**src/design/cpg_pkg.sv**
```systemverilog
// shared constants and types of the circle pixel generator
package cpg_pkg;

  localparam int OFS_BITS = 7;
  localparam int DEC_BITS = 12;

  localparam logic OP_START = 1'b0;
  localparam logic OP_STEP  = 1'b1;

  localparam logic [DEC_BITS-1:0] DEC_INIT     = 12'd3;
  localparam logic [DEC_BITS-1:0] DEC_STEP_NEG = 12'd6;
  localparam logic [DEC_BITS-1:0] DEC_STEP_POS = 12'd10;

  typedef struct packed {
    logic pixel;
    logic done;
  } job_flags_t;

  localparam int FLAG_BITS = $bits(job_flags_t);

endpackage

```
**src/design/cpg_if.sv**
```systemverilog
// command and pixel channel interfaces
interface cpg_cmd_if #(
  parameter int COORD_BITS = 8
);
  logic                          valid;
  logic                          ready;
  logic                          opcode;
  logic [COORD_BITS-1:0]         centre_x;
  logic [COORD_BITS-1:0]         centre_y;
  logic [cpg_pkg::OFS_BITS-1:0]  radius;

  modport source (output valid, output opcode, output centre_x, output centre_y,
                  output radius, input ready);
  modport sink (input valid, input opcode, input centre_x, input centre_y,
                input radius, output ready);
endinterface

interface cpg_pix_if #(
  parameter int COORD_BITS = 8
);
  logic                  valid;
  logic                  ready;
  logic [COORD_BITS-1:0] point_x;
  logic [COORD_BITS-1:0] point_y;
  logic                  point_valid;
  logic                  last_of_step;
  logic                  circle_done;

  modport source (output valid, output point_x, output point_y, output point_valid,
                  output last_of_step, output circle_done, input ready);
  modport sink (input valid, input point_x, input point_y, input point_valid,
                input last_of_step, input circle_done, output ready);
endinterface

```
**src/design/cpg_front.sv**
```systemverilog
// command decode and midpoint circle state update
module cpg_front #(
  parameter int COORD_BITS = 8,
  parameter int JOB_BITS   = 2 * COORD_BITS + 2 * cpg_pkg::OFS_BITS + cpg_pkg::FLAG_BITS
) (
  input  logic                clk,
  input  logic                rst,
  cpg_cmd_if.sink             cmd,
  input  logic                q_full,
  output logic                q_push,
  output logic [JOB_BITS-1:0] q_wdata
);

  localparam int OB = cpg_pkg::OFS_BITS;
  localparam int DB = cpg_pkg::DEC_BITS;

  logic [COORD_BITS-1:0] centre_col;
  logic [COORD_BITS-1:0] centre_row;
  logic [OB-1:0]         offset_a;
  logic [OB-1:0]         offset_b;
  logic [DB-1:0]         decision;
  logic                  active;

  logic                  accept;
  logic                  dec_neg;
  logic [OB+1:0]         sa;
  logic [OB+1:0]         sb;
  logic [OB+1:0]         diff;
  logic                  done;
  logic [DB-1:0]         decision_next;
  cpg_pkg::job_flags_t   flags;

  assign cmd.ready = !q_full;
  assign accept    = cmd.valid && cmd.ready;

  assign dec_neg = decision[DB-1];
  assign sa      = {2'b00, offset_a} + (OB+2)'(1);
  assign sb      = dec_neg ? {2'b00, offset_b} : {2'b00, offset_b} - (OB+2)'(1);
  assign diff    = sa - {2'b00, offset_b};
  assign done    = $signed(sa) > $signed(sb);

  always_comb begin
    if (dec_neg) begin
      decision_next = decision + DB'({sa, 2'b00}) + cpg_pkg::DEC_STEP_NEG;
    end else begin
      decision_next = decision + DB'({diff[OB+1], diff, 2'b00}) + cpg_pkg::DEC_STEP_POS;
    end
  end

  always_comb begin
    flags.pixel = active;
    flags.done  = active ? done : 1'b1;
  end

  assign q_push  = accept && (cmd.opcode == cpg_pkg::OP_STEP);
  assign q_wdata = {centre_col, centre_row, offset_a, offset_b, flags};

  always_ff @(posedge clk) begin
    if (rst) begin
      centre_col <= '0;
      centre_row <= '0;
      offset_a   <= '0;
      offset_b   <= '0;
      decision   <= '0;
      active     <= 1'b0;
    end else if (accept) begin
      if (cmd.opcode == cpg_pkg::OP_START) begin
        centre_col <= cmd.centre_x;
        centre_row <= cmd.centre_y;
        offset_a   <= '0;
        offset_b   <= cmd.radius;
        decision   <= cpg_pkg::DEC_INIT - {{(DB-OB-1){1'b0}}, cmd.radius, 1'b0};
        active     <= 1'b1;
      end else if (active) begin
        offset_a <= sa[OB-1:0];
        offset_b <= sb[OB-1:0];
        decision <= decision_next;
        if (done) begin
          active <= 1'b0;
        end
      end
    end
  end

endmodule

```
**src/design/cpg_fifo.sv**
```systemverilog
// small register queue between front and back
module cpg_fifo #(
  parameter int WIDTH = 32,
  parameter int DEPTH = 2
) (
  input  logic             clk,
  input  logic             rst,
  input  logic             push,
  input  logic [WIDTH-1:0] wdata,
  input  logic             pop,
  output logic [WIDTH-1:0] rdata,
  output logic             full,
  output logic             empty
);

  localparam int PW = $clog2(DEPTH);
  localparam int CW = $clog2(DEPTH + 1);

  logic [WIDTH-1:0] mem [DEPTH];
  logic [PW-1:0]    wr_ptr;
  logic [PW-1:0]    rd_ptr;
  logic [CW-1:0]    count;

  assign full  = count == CW'(DEPTH);
  assign empty = count == '0;
  assign rdata = mem[rd_ptr];

  always_ff @(posedge clk) begin
    if (push) begin
      mem[wr_ptr] <= wdata;
    end
  end

  always_ff @(posedge clk) begin
    if (rst) begin
      wr_ptr <= '0;
      rd_ptr <= '0;
      count  <= '0;
    end else begin
      if (push) begin
        wr_ptr <= (wr_ptr == PW'(DEPTH - 1)) ? '0 : wr_ptr + PW'(1);
      end
      if (pop) begin
        rd_ptr <= (rd_ptr == PW'(DEPTH - 1)) ? '0 : rd_ptr + PW'(1);
      end
      if (push && !pop) begin
        count <= count + CW'(1);
      end else if (pop && !push) begin
        count <= count - CW'(1);
      end
    end
  end

  a_no_overflow: assert property (@(posedge clk) disable iff (rst) !(push && full))
    else $error("queue push while full");
  a_no_underflow: assert property (@(posedge clk) disable iff (rst) !(pop && empty))
    else $error("queue pop while empty");
  a_count_range: assert property (@(posedge clk) disable iff (rst) count <= CW'(DEPTH))
    else $error("queue count out of range");

endmodule

```
**src/design/cpg_back.sv**
```systemverilog
// octant point expansion and output register
module cpg_back #(
  parameter int COORD_BITS = 8,
  parameter int JOB_BITS   = 2 * COORD_BITS + 2 * cpg_pkg::OFS_BITS + cpg_pkg::FLAG_BITS
) (
  input  logic                clk,
  input  logic                rst,
  input  logic [JOB_BITS-1:0] q_rdata,
  input  logic                q_empty,
  output logic                q_pop,
  cpg_pix_if.source           pix
);

  localparam int OB = cpg_pkg::OFS_BITS;
  localparam int CB = COORD_BITS;

  logic [CB-1:0]       job_cx;
  logic [CB-1:0]       job_cy;
  logic [OB-1:0]       job_a;
  logic [OB-1:0]       job_b;
  cpg_pkg::job_flags_t job_flags;

  logic [CB-1:0] a_c;
  logic [CB-1:0] b_c;
  logic [CB-1:0] x_pa, x_ma, x_pb, x_mb;
  logic [CB-1:0] y_pa, y_ma, y_pb, y_mb;
  logic [CB-1:0] sel_x;
  logic [CB-1:0] sel_y;

  logic [2:0]    cnt;
  logic          fire;
  logic          last;

  logic          out_valid;
  logic [CB-1:0] out_x;
  logic [CB-1:0] out_y;
  logic          out_pixel;
  logic          out_last;
  logic          out_done;

  assign {job_cx, job_cy, job_a, job_b, job_flags} = q_rdata;

  assign a_c  = CB'(job_a);
  assign b_c  = CB'(job_b);
  assign x_pa = job_cx + a_c;
  assign x_ma = job_cx - a_c;
  assign x_pb = job_cx + b_c;
  assign x_mb = job_cx - b_c;
  assign y_pa = job_cy + a_c;
  assign y_ma = job_cy - a_c;
  assign y_pb = job_cy + b_c;
  assign y_mb = job_cy - b_c;

  always_comb begin
    case (cnt)
      3'd0:    begin sel_x = x_mb; sel_y = y_ma; end
      3'd1:    begin sel_x = x_pb; sel_y = y_ma; end
      3'd2:    begin sel_x = x_ma; sel_y = y_pb; end
      3'd3:    begin sel_x = x_ma; sel_y = y_mb; end
      3'd4:    begin sel_x = x_pb; sel_y = y_pa; end
      3'd5:    begin sel_x = x_pa; sel_y = y_mb; end
      3'd6:    begin sel_x = x_pa; sel_y = y_pb; end
      default: begin sel_x = x_mb; sel_y = y_pa; end
    endcase
  end

  assign fire  = !q_empty && (!out_valid || pix.ready);
  assign last  = !job_flags.pixel || (cnt == 3'd7);
  assign q_pop = fire && last;

  always_ff @(posedge clk) begin
    if (rst) begin
      cnt       <= '0;
      out_valid <= 1'b0;
    end else begin
      if (fire) begin
        cnt       <= last ? 3'd0 : cnt + 3'd1;
        out_valid <= 1'b1;
      end else if (pix.ready) begin
        out_valid <= 1'b0;
      end
    end
  end

  always_ff @(posedge clk) begin
    if (fire) begin
      out_x     <= job_flags.pixel ? sel_x : '0;
      out_y     <= job_flags.pixel ? sel_y : '0;
      out_pixel <= job_flags.pixel;
      out_last  <= last;
      out_done  <= job_flags.done;
    end
  end

  assign pix.valid        = out_valid;
  assign pix.point_x      = out_x;
  assign pix.point_y      = out_y;
  assign pix.point_valid  = out_pixel;
  assign pix.last_of_step = out_last;
  assign pix.circle_done  = out_done;

  a_idle_beat_closes: assert property (@(posedge clk) disable iff (rst)
    out_valid && !out_pixel |-> out_last && out_done)
    else $error("idle step beat must be last and done");

endmodule

```
**src/design/circle_pixel_generator.sv**
```systemverilog
// circle pixel generator top level
// a start command produces no beats
// a step command is queued, and its beats leave through the output register
// the point expander emits one beat a cycle while the receiver is ready, eight per drawing step
// a step while idle yields a single beat; the command queue holds QUEUE_DEPTH pending steps
// synchronous reset clears centre, offsets, decision and queue and leaves the block idle
module circle_pixel_generator #(
  parameter int COORD_BITS  = 8,
  parameter int QUEUE_DEPTH = 2
) (
  input  logic      clk,
  input  logic      rst,
  cpg_cmd_if.sink   cmd,
  cpg_pix_if.source pix
);

  localparam int JOB_BITS = 2 * COORD_BITS + 2 * cpg_pkg::OFS_BITS + cpg_pkg::FLAG_BITS;

  logic                q_push;
  logic                q_pop;
  logic                q_full;
  logic                q_empty;
  logic [JOB_BITS-1:0] q_wdata;
  logic [JOB_BITS-1:0] q_rdata;

  cpg_front #(
    .COORD_BITS (COORD_BITS),
    .JOB_BITS   (JOB_BITS)
  ) u_front (
    .clk     (clk),
    .rst     (rst),
    .cmd     (cmd),
    .q_full  (q_full),
    .q_push  (q_push),
    .q_wdata (q_wdata)
  );

  cpg_fifo #(
    .WIDTH (JOB_BITS),
    .DEPTH (QUEUE_DEPTH)
  ) u_fifo (
    .clk   (clk),
    .rst   (rst),
    .push  (q_push),
    .wdata (q_wdata),
    .pop   (q_pop),
    .rdata (q_rdata),
    .full  (q_full),
    .empty (q_empty)
  );

  cpg_back #(
    .COORD_BITS (COORD_BITS),
    .JOB_BITS   (JOB_BITS)
  ) u_back (
    .clk     (clk),
    .rst     (rst),
    .q_rdata (q_rdata),
    .q_empty (q_empty),
    .q_pop   (q_pop),
    .pix     (pix)
  );

endmodule

```
**src/flat_wrapper.sv**
```systemverilog
// flat-port wrapper written by rule: the top's interface ports become plain ports
module circle_pixel_generator_flat 
#(
  parameter int COORD_BITS  = 8,
  parameter int QUEUE_DEPTH = 2
)
  (clk, rst, cmd_valid, cmd_opcode, cmd_centre_x, cmd_centre_y, cmd_radius, cmd_ready, pix_valid, pix_point_x, pix_point_y, pix_point_valid, pix_last_of_step, pix_circle_done, pix_ready);
  cpg_cmd_if #(.COORD_BITS(COORD_BITS)) cmd_i ();
  cpg_pix_if #(.COORD_BITS(COORD_BITS)) pix_i ();
  input  logic clk;
  input  logic rst;
  input wire logic [$bits(cmd_i.valid)-1:0] cmd_valid;
  input wire logic [$bits(cmd_i.opcode)-1:0] cmd_opcode;
  input wire logic [$bits(cmd_i.centre_x)-1:0] cmd_centre_x;
  input wire logic [$bits(cmd_i.centre_y)-1:0] cmd_centre_y;
  input wire logic [$bits(cmd_i.radius)-1:0] cmd_radius;
  output wire logic [$bits(cmd_i.ready)-1:0] cmd_ready;
  output wire logic [$bits(pix_i.valid)-1:0] pix_valid;
  output wire logic [$bits(pix_i.point_x)-1:0] pix_point_x;
  output wire logic [$bits(pix_i.point_y)-1:0] pix_point_y;
  output wire logic [$bits(pix_i.point_valid)-1:0] pix_point_valid;
  output wire logic [$bits(pix_i.last_of_step)-1:0] pix_last_of_step;
  output wire logic [$bits(pix_i.circle_done)-1:0] pix_circle_done;
  input wire logic [$bits(pix_i.ready)-1:0] pix_ready;
  assign cmd_i.valid = cmd_valid;
  assign cmd_i.opcode = cmd_opcode;
  assign cmd_i.centre_x = cmd_centre_x;
  assign cmd_i.centre_y = cmd_centre_y;
  assign cmd_i.radius = cmd_radius;
  assign cmd_ready = cmd_i.ready;
  assign pix_valid = pix_i.valid;
  assign pix_point_x = pix_i.point_x;
  assign pix_point_y = pix_i.point_y;
  assign pix_point_valid = pix_i.point_valid;
  assign pix_last_of_step = pix_i.last_of_step;
  assign pix_circle_done = pix_i.circle_done;
  assign pix_i.ready = pix_ready;
  circle_pixel_generator #(.COORD_BITS(COORD_BITS), .QUEUE_DEPTH(QUEUE_DEPTH)) u_core (.clk(clk), .rst(rst), .cmd(cmd_i), .pix(pix_i));
endmodule
```
**config.mk**
```make
export PLATFORM = sky130hd
export DESIGN_NAME = circle_pixel_generator_flat
export DESIGN_NICKNAME = d
export VERILOG_FILES = /design/src/design/cpg_pkg.sv /design/src/design/cpg_if.sv /design/src/design/cpg_front.sv /design/src/design/cpg_fifo.sv /design/src/design/cpg_back.sv /design/src/design/circle_pixel_generator.sv /design/src/flat_wrapper.sv
export SDC_FILE = /design/constraint.sdc
export NUM_CORES = 1
export LEC_CHECK = 0
export BUFFER_PORTS_ARGS = -buffer_cell sky130_fd_sc_hd__buf_2
export CAP_MARGIN = 20
export CORE_AREA = 8 8 126 128
export DETAILED_ROUTE_END_ITERATION = 10
export DIE_AREA = 0 0 134 136
export PLACE_DENSITY = 0.8
export SETUP_SLACK_MARGIN = 0.05
export SYNTH_ARGS = -nofsm -noshare
export SYNTH_HDL_FRONTEND = slang
export SYNTH_HIERARCHICAL = 1
export SYNTH_SLANG_ARGS = --single-unit
```
**constraint.sdc**
```tcl
create_clock -name clk -period 4.35 [get_ports clk]
set_input_delay 0.2175 -clock clk [delete_from_list [all_inputs] [get_ports clk]]
set_output_delay 0.2175 -clock clk [all_outputs]
set_load 0.1 [all_outputs]
```
==> results.sh, run 1 <==
export IMPL_ctsResizeCount=0
export IMPL_p_leak_nw=3.84
export IMPL_worstPathRequired_ns=4.69
export IMPL_synth_top_area_share_pct=29.6
export IMPL_async_reset_ff_share_pct=0
export IMPL_antenna_cells=0
export IMPL_critPathLaunchType="flop"
export IMPL_finalMaxSlewViolations=0
export IMPL_avgViaCountPerCell=6.11
export IMPL_final_setup_tns_ns=0
export IMPL_start_util_pct=59.9
export IMPL_status="completed"
export IMPL_place_inst=1042
export IMPL_synth_nets=932
export IMPL_clock_path_buffers=2
export IMPL_cpPeakStageDelay_ns=0.46
export IMPL_fin_util_pct=67.5
export IMPL_hpwl_mm=13.9
export IMPL_clock_sinks=134
export IMPL_die_y_um=136
export IMPL_yosys_warnings=6
export IMPL_fin_cells=1075
export IMPL_ys_flop_type="edfxtp_1"
export IMPL_synth_top_area_cell="edfxtp_1"
export IMPL_path_class="flop to flop"
export IMPL_power_density_mw_per_mm2=694
export IMPL_grt_max_degree=50
export IMPL_critPathArrivalTime_ns=4.31
export IMPL_drtPass1Iterations=5
export IMPL_drc=0
export IMPL_cts_tree="yes"
export IMPL_grt_pass1_vias=6176
export IMPL_synth_area_mm2=0.00841
export IMPL_worst_pin_slew_ns=0.813
export IMPL_synth_seq_area_share_pct=41.8
export IMPL_syn2layout_area_growth_pct=12.7
export IMPL_cp_max_fo=8
export IMPL_cap_violations=0
export IMPL_cts_root_buf="clkbuf_16"
export IMPL_postCtsHoldBufs=0
export IMPL_overflow=0
export IMPL_post_cts_buffers=0
export IMPL_max_slew_margin_rel_pct=45.8
export IMPL_nets=988
export IMPL_rsz0062_at_grt="false"
export IMPL_ant_nets=0
export IMPL_drt_wl_total_mm=19.3
export IMPL_grt_pass1_wl_mm=31.1
export IMPL_setup_viol=0
export IMPL_critPathSlowestCell="dfxtp_1"
export IMPL_place_ws_ns=0.476
export IMPL_peakVddDrop_mv=0.400
export IMPL_rows=44
export IMPL_synth_edf_count=83
export IMPL_synth_most_common_cell="edfxtp_1"
export IMPL_grt_util_all_layers_pct=21.6
export IMPL_crit_top_cell="ha_1"
export IMPL_vias=6568
export IMPL_ys_types=76
export IMPL_avgSynthCellArea_um2=10.2
export IMPL_finalCritPeriodShare_pct=91.1
export IMPL_core_area_mm2=0.0140
export IMPL_ys_ff_latch=134
export IMPL_min_path_type="primary input to flop"
export IMPL_p_total_mw=6.58
export IMPL_reg2reg_depth=14
export IMPL_die_w_um=134
export IMPL_final_area_mm2=0.00948
export IMPL_synthCells=822
export IMPL_initialDrtViolationCount=626
export IMPL_max_freq_mhz=252
export IMPL_holdWs_ns=0.0296
export IMPL_report_final_hold_viol_count=0
export IMPL_clk_pin_slew_ns=0.06
export IMPL_synth_area_leaders="edfxtp_1, dfxtp_1, ha_1"
export IMPL_cts_max_level=4
export IMPL_drive_above_1_share_pct=17.2
export IMPL_gp_congestion=0.943
export IMPL_cts_made_buffers=17
export IMPL_clk_latency_ns=0.43
export IMPL_io_pin_count=49
export IMPL_fin_ws_ns=0.386
export IMPL_fillerInstances=1079
export IMPL_cp_cell_sequence="ha_1 -> xor2_1 -> ha_1 -> a211oi_1 -> o21ai_0 -> a211oi_1 -> a21oi_1 -> ha_1 -> ha_1 -> a2111oi_1 -> a21oi_1 -> a31oi_1 -> xnor2_1 -> o31ai_1"
export IMPL_wl_per_cell_um=17.9
export IMPL_grt_antenna_before_repair=0
export IMPL_yosys_top_cells_count="edfxtp_1, ha_1, nand2_1"
export IMPL_endpoint_kind="flop"
export IMPL_finalWorstPathRequiredPeriod_ns=3.96
export IMPL_fin_worst_skew_ns=0.0107
export IMPL_min_path_cells=3
export IMPL_placed_area_mm2=0.00885
export IMPL_place_port_buffers=48
export IMPL_die_area_mm2=0.0182
area by class of cell:
cell class,instances,area [um2],share of cell area (%)
multi-input cells,621,4610,48.6
flip-flops and latches,134,3510,37.1
clock buffers,17,425,4.49
repair buffers,65,374,3.95
well taps,184,230,2.43
clock inverters,15,183,1.93
inverters,39,146,1.54
flip-flops by register name, summed over array words and instances (netlist names), 2 cells and up, named ones only:
register                   flops
u_core/u_front/decision       11
u_core/u_back/pix.point_x      8
u_core/u_front/offset_a        7
u_core/u_fifo/count            2
u_core/u_fifo/mem             64
u_core/u_front/centre_row      8
u_core/u_back/cnt              3
u_core/u_front/offset_b        7
u_core/u_back/pix.point_y      8
u_core/u_front/centre_col      8
final timing paths:
kind                                start                            to  slack, ns
max            u_core/u_front/offset_a[0]   u_core/u_front/decision[11]       0.39
min                       cmd_centre_y[3]  u_core/u_front/centre_row[3]       0.03
max reg2reg    u_core/u_front/offset_a[0]   u_core/u_front/decision[11]       0.39
min reg2reg  u_core/u_front/centre_row[5]      u_core/u_fifo/mem[1][21]       0.45
layout by cell type (no fill, tap or decap), types with 36 or more instances in the layout:
cell type   n
a21oi_1    68
buf_2      48
dfxtp_1    51
edfxtp_1   83
ha_1       77
inv_1      37
mux2_2     36
nand2_1    70
nor2_1     56
o21ai_0    38
critical path, delay by kind of cell (launching register included):
| kind | cells | cell delay (ns) |
|---|---|---|
| AOI/OAI and AO/OA | 8 | 1.74 |
| adders and majority gates | 4 | 1.25 |
| DFF | 1 | 0.46 |
| xor gates and xnor gates | 2 | 0.42 |
cell families after synthesis:
kind of cell | synth area share (%)
flip-flops | 41.8
XOR/XNOR | 5.54
AO/OA/AOI/OAI | 16.1
multiplexers | 5.98
adder cells (fa/ha/maj) | 12.7
buffers and inverters | 3.47
AND/OR/NAND/NOR | 14.5
power breakdown:
group | switching [mW] | internal, mW | total (mW)
Sequential | 0.127 | 1.65 | 1.78
Clock | 0.595 | 0.869 | 1.46
Combinational | 2.15 | 1.19 | 3.34
layer usage:
layer | GRT usage (%) | part of all wire (%) | vias up | wire length (um)
met5 | 0 | 0 | - | 0
met4 | 9.67 | 3.4 | 0 | 646
met3 | 4.95 | 6.9 | 50 | 1320
met2 | 35.3 | 47 | 256 | 9130
met1 | 26.9 | 42 | 3109 | 8170
li1 | - | - | 3153 | -
Power figures use the tool's default switching activity.
==> run 2, diff against run 1 <==
--- a/config.mk
+++ b/config.mk
@@ -10,6 +10,7 @@
 export CORE_AREA = 8 8 126 128
 export DETAILED_ROUTE_END_ITERATION = 10
 export DIE_AREA = 0 0 134 136
+export GPL_TIMING_DRIVEN = 0
 export PLACE_DENSITY = 0.8
 export SETUP_SLACK_MARGIN = 0.05
 export SYNTH_ARGS = -nofsm -noshare
==> results.sh, run 2 (synthesized netlist as in run 1, its figures left out) <==
export IMPL_status="completed"
export IMPL_reg_largest_list="u_core/u_fifo/mem (64), u_core/u_front/decision (11)"
export IMPL_max_slew_margin_rel_pct=37.3
export IMPL_cts_root_buf="clkbuf_16"
export IMPL_initialDrtViolationCount=623
export IMPL_fillerInstances=1074
export IMPL_finalCritPeriodShare_pct=94.4
export IMPL_fin_worst_skew_ns=0.0122
export IMPL_cp_max_fo=8
export IMPL_finalMaxSlewViolations=0
export IMPL_largest_register="u_core/u_fifo/mem"
export IMPL_grt_antenna_before_repair=0
export IMPL_final_common_cell="edfxtp_1"
export IMPL_min_from="cmd_centre_x[2]"
export IMPL_start_util_pct=59.9
export IMPL_grt_pass1_vias=6375
export IMPL_cts_made_buffers=17
export IMPL_report_final_hold_viol_count=0
export IMPL_place_port_buffers=48
export IMPL_hpwl_mm=14.5
export IMPL_wl_per_cell_um=18.1
export IMPL_worstPathRequired_ns=4.68
export IMPL_rows=44
export IMPL_io_pin_count=49
export IMPL_drt_wl_total_mm=19.7
export IMPL_setup_worst_path_start="u_core/u_front/offset_a[2]"
export IMPL_max_freq_mhz=243
export IMPL_antenna_cells=0
export IMPL_postCtsHoldBufs=0
export IMPL_critPathArrivalTime_ns=4.44
export IMPL_die_y_um=136
export IMPL_r2r_start="u_core/u_front/offset_a[2]"
export IMPL_drtPass1Iterations=6
export IMPL_fin_cells=1087
export IMPL_syn2layout_area_growth_pct=12.5
export IMPL_nets=1000
export IMPL_post_cts_buffers=0
export IMPL_final_setup_tns_ns=0
export IMPL_place_ws_ns=0.188
export IMPL_peakVddDrop_mv=0.341
export IMPL_critPathLaunchType="flop"
export IMPL_vias=6559
export IMPL_drc=0
export IMPL_setup_viol=0
export IMPL_finalWorstPathRequiredPeriod_ns=4.11
export IMPL_grt_pass1_wl_mm=31.9
export IMPL_fin_ws_ns=0.242
export IMPL_die_area_mm2=0.0182
export IMPL_power_density_mw_per_mm2=677
export IMPL_final_cell_mix="edfxtp_1, ha_1, nand2_1, a21oi_1, nor2_1"
export IMPL_clk_pin_slew_ns=0.06
export IMPL_place_inst=1055
export IMPL_overflow=0
export IMPL_core_area_mm2=0.0140
export IMPL_grt_util_all_layers_pct=22.0
export IMPL_clock_path_buffers=2
export IMPL_gp_congestion=0.959
export IMPL_path_class="flop to flop"
export IMPL_cts_max_level=4
export IMPL_drive_above_1_share_pct=16.5
export IMPL_cap_violations=0
export IMPL_largest_register_ffs=64
export IMPL_avgViaCountPerCell=6.03
export IMPL_clk_latency_ns=0.42
export IMPL_worst_pin_slew_ns=0.941
export IMPL_cts_tree="yes"
export IMPL_grt_max_degree=33
export IMPL_rsz0062_at_grt="false"
export IMPL_min_path_type="primary input to flop"
export IMPL_endpoint_kind="flop"
export IMPL_die_w_um=134
export IMPL_p_leak_nw=3.82
export IMPL_ant_nets=0
export IMPL_clock_sinks=134
[run 2: critical path, stage by stage, from the launching register on]
cell and delay (ns):
dfxtp_1 0.50, nand3_1 0.23, xnor2_1 0.43, ha_1 0.35
o21ai_0 0.23, o21ai_0 0.12, a211oi_1 0.25, a21oi_1 0.09
ha_1 0.29, ha_1 0.36, a2111oi_0 0.41, a21oi_1 0.18
a31oi_1 0.28, xnor2_1 0.11, o31ai_1 0.19
[run 2: routing by layer]
metal | global-route usage (%) | wire length, um | vias to the layer above | share of wire [%]
met2 | 37.1 | 9520 | 276 | 48
met4 | 9.79 | 671 | 0 | 3.4
li1 | - | - | 3182 | -
met3 | 4.62 | 1280 | 49 | 6.5
met1 | 26.7 | 8230 | 3052 | 42
met5 | 0 | 0 | - | 0
[run 2: metrics by stage]
stage                     total power [mW]  hold WS (ns)  utilization [%]  instance area [um2]
after global routing                  6.79        0.0285             67.4                 9460
after detailed placement              5.08         0.440             63.4                 8900
final                                 6.41        0.0430             67.4                 9460
after floorplan                       4.44         0.287                -                 8410
after global placement                5.01         0.432             63.2                 8880
after CTS                             6.41        0.0261             67.3                 9440
[run 2: area by class of cell]
| class | count | area, um2 | area share (%) |
|---|---|---|---|
| Buffer | 28 | 145 | 1.53 |
| Timing Repair Buffer | 49 | 255 | 2.70 |
| Clock inverter | 12 | 97.6 | 1.03 |
| Multi-Input combinational cell | 621 | 4620 | 48.9 |
| Sequential cell | 134 | 3510 | 37.2 |
| Inverter | 39 | 146 | 1.55 |
| Clock buffer | 20 | 447 | 4.72 |
| Tap cell | 184 | 230 | 2.43 |
[run 2: power by group]
| part | total (mW) | internal, mW | switching, mW | leakage [nW] |
|---|---|---|---|---|
| combinational | 3.32 | 1.18 | 2.14 | 2.36 |
| sequential | 1.78 | 1.65 | 0.127 | 1.20 |
| clock | 1.31 | 0.754 | 0.560 | 0.265 |
| total | 6.41 | 3.58 | 2.82 | 3.82 |
[run 2: path summary, 6_finish.rpt]
| path | depth (start not counted) | slack [ns] | endpoint |
|---|---|---|---|
| min reg2reg | 0 | 0.45 | u_core/u_fifo/mem[0][30] |
| min | 3 | 0.04 | u_core/u_front/centre_col[2] |
| max | 14 | 0.24 | u_core/u_front/decision[11] |
| max reg2reg | 14 | 0.24 | u_core/u_front/decision[11] |
[run 2: repair_timing]
item,CTS,global route
setup endpoints to repair,0,3
resized for setup,0,5
hold endpoints to repair,0,0
==> run 3, diff against run 2 <==
--- a/config.mk
+++ b/config.mk
@@ -11,7 +11,7 @@
 export DETAILED_ROUTE_END_ITERATION = 10
 export DIE_AREA = 0 0 134 136
 export GPL_TIMING_DRIVEN = 0
-export PLACE_DENSITY = 0.8
+export PLACE_DENSITY = 0.91
 export SETUP_SLACK_MARGIN = 0.05
 export SYNTH_ARGS = -nofsm -noshare
 export SYNTH_HDL_FRONTEND = slang
==> results.sh, run 3 (synthesized netlist as in run 1, its figures left out) <==
export IMPL_cp_buffers_inverters=3
export IMPL_clock_path_buffers=2
export IMPL_ant_nets=0
export IMPL_min_path_type="primary input to flop"
export IMPL_finalMaxSlewViolations=0
export IMPL_vias=6842
export IMPL_rsz0062_at_grt="false"
export IMPL_internal_power_mw=3.63
export IMPL_clk_latency_ns=0.43
export IMPL_fin_util_pct=67.8
export IMPL_power_density_mw_per_mm2=685
export IMPL_drtPass1Iterations=5
export IMPL_critPathSlowestCell="or3b_4"
export IMPL_clk_pin_slew_ns=0.06
export IMPL_clkPwrFrac_pct=20.6
export IMPL_avgViaCountPerCell=6.29
export IMPL_grt_max_degree=33
export IMPL_p_sw_share_pct=44.4
export IMPL_core_area_mm2=0.0140
export IMPL_largest_register="u_core/u_fifo/mem"
export IMPL_max_slew_margin_rel_pct=30.3
export IMPL_report_final_hold_viol_count=0
export IMPL_placed_area_mm2=0.00891
export IMPL_status="completed"
export IMPL_drt_wl_total_mm=21.1
export IMPL_grt_antenna_before_repair=0
export IMPL_clock_sinks=134
export IMPL_die_w_um=134
export IMPL_hpwl_mm=15.0
export IMPL_final_cell_mix="edfxtp_1, ha_1, nand2_1, a21oi_1, nor2_1"
export IMPL_nets=1001
export IMPL_place_port_buffers=48
export IMPL_start_util_pct=59.9
export IMPL_crit_top_cell="ha_1"
export IMPL_cts_tree="yes"
export IMPL_largest_register_ffs=64
export IMPL_grt_pass1_vias=6604
export IMPL_endpoint_kind="flop"
export IMPL_cap_violations=0
export IMPL_crit_family="simple AND/OR/NAND/NOR gates"
export IMPL_path_class="flop to flop"
export IMPL_finalCritPeriodShare_pct=93.3
export IMPL_overflow=0
export IMPL_io_pin_count=49
export IMPL_initialDrtViolationCount=678
export IMPL_critPathArrivalTime_ns=4.34
export IMPL_gp_congestion=0.959
export IMPL_place_inst=1055
export IMPL_syn2layout_area_growth_pct=13.3
export IMPL_drive_above_1_share_pct=17.3
export IMPL_max_freq_mhz=246
export IMPL_die_y_um=136
export IMPL_cts_root_buf="clkbuf_16"
export IMPL_antenna_cells=0
export IMPL_holdWs_ns=0.0350
export IMPL_final_setup_tns_ns=0
export IMPL_pwr_share_seq_pct=27.3
export IMPL_rows=44
export IMPL_setup_viol=0
export IMPL_final_common_cell="edfxtp_1"
export IMPL_cpPeakStageDelay_ns=0.44
export IMPL_combPwrFrac_pct=52.1
export IMPL_fin_worst_skew_ns=0.0123
export IMPL_p_sw_mw=2.90
export IMPL_grt_pass1_wl_mm=33.1
export IMPL_p_leak_nw=3.86
export IMPL_die_area_mm2=0.0182
export IMPL_worst_pin_slew_ns=1.05
export IMPL_finalWorstPathRequiredPeriod_ns=4.06
export IMPL_grt_util_all_layers_pct=23.2
export IMPL_reg_largest_list="u_core/u_fifo/mem (64), u_core/u_front/decision (11)"
export IMPL_critPathLaunchType="flop"
export IMPL_cts_made_buffers=17
export IMPL_peakVddDrop_mv=0.332
export IMPL_final_area_mm2=0.00952
export IMPL_worstPathRequired_ns=4.63
export IMPL_cts_max_level=4
export IMPL_fin_cells=1088
export IMPL_cp_cell_sequence="clkbuf_2 -> buf_4 -> mux2_2 -> inv_1 -> ha_1 -> or3b_4 -> nor3_4 -> xnor2_1 -> a222oi_1 -> o21ai_1 -> ha_1 -> or3_1 -> o22ai_1 -> xnor3_1 -> nor2b_1"
export IMPL_wl_per_cell_um=19.4
export IMPL_cp_max_fo=10
export IMPL_drc=0
[run 3: cell count changes in the layout (fill, tap and decap cells not counted), moves of 2 or more]
cell and delta:
inv_6 -2, clkinv_2 +2, inv_4 +3, clkinv_4 -2
[run 3: metal layers]
metal	vias up	routed length (um)	track usage, %
met5	-	0	0
met3	82	1540	6.02
met1	3236	8570	27.6
met2	359	10200	38.7
met4	0	864	10.7
li1	3165	-	-
[run 3: layout make-up]
class / instances / area [um2]
Multi-Input combinational cell: 621 / 4650
Inverter: 39 / 146
Sequential cell: 134 / 3510
Clock inverter: 12 / 91.3
Timing Repair Buffer: 50 / 275
Tap cell: 184 / 230
Fill cell: 1007 / 4520
Clock buffer: 20 / 468
Buffer: 28 / 145
[run 3: per-stage QoR]
| stage | total power [mW] | setup slack, ns |
|---|---|---|
| 2_1_floorplan | 4.44 | 0.812 |
| 3_3_place_gp | 5.00 | 0.231 |
| 3_5_place_dp | 5.11 | 0.0311 |
| 4_1_cts | 6.49 | 0.189 |
| 5_1_grt | 6.90 | 0.0126 |
| 6_report | 6.52 | 0.292 |
[run 3: path summary, 6_finish.rpt]
check                               startpoint                      endpoint  slack, ns  cells after the start
setup / recovery                          flop  u_core/u_back/pix.point_y[7]       0.29                     15
hold / removal                 cmd_centre_x[6]  u_core/u_front/centre_col[6]       0.04                      3
setup reg to reg                          flop  u_core/u_back/pix.point_y[7]       0.29                     15
hold reg to reg   u_core/u_front/centre_row[6]      u_core/u_fifo/mem[1][22]       0.45                      0
[run 3: worst register-to-register path, delay by kind of cell, from the launching register on]
family                     cells  cell delay, ns
muxes                          1            0.42
adders and majority gates      2            0.48
and+or+nand+nor                4            1.06
DFF                            1            0.31
AOI/OAI and AO/OA              3            0.80
buffers and inverters          3            0.50
xor gates and xnor gates       2            0.36
[run 3: power by group through the flow]
stage,clock (mW),sequential [mW],combinational [mW]
2_1_floorplan,0,2.43,2.02
3_5_place_dp,0,1.80,3.31
4_1_cts,1.36,1.78,3.36
5_1_grt,1.42,1.80,3.68
6_report,1.34,1.78,3.40
3_3_place_gp,0,1.79,3.21
[run 3: repair_timing]
| action | CTS | global route |
|---|---|---|
| gates resized for setup | 1 | 9 |
| hold endpoints to repair | 0 | 0 |
| hold buffers | 0 | 0 |
| buffers inserted | 0 | 1 |
| endpoints found under the setup margin | 1 | 2 |
| pin swaps | 0 | 1 |
| cloned | 0 | 0 |
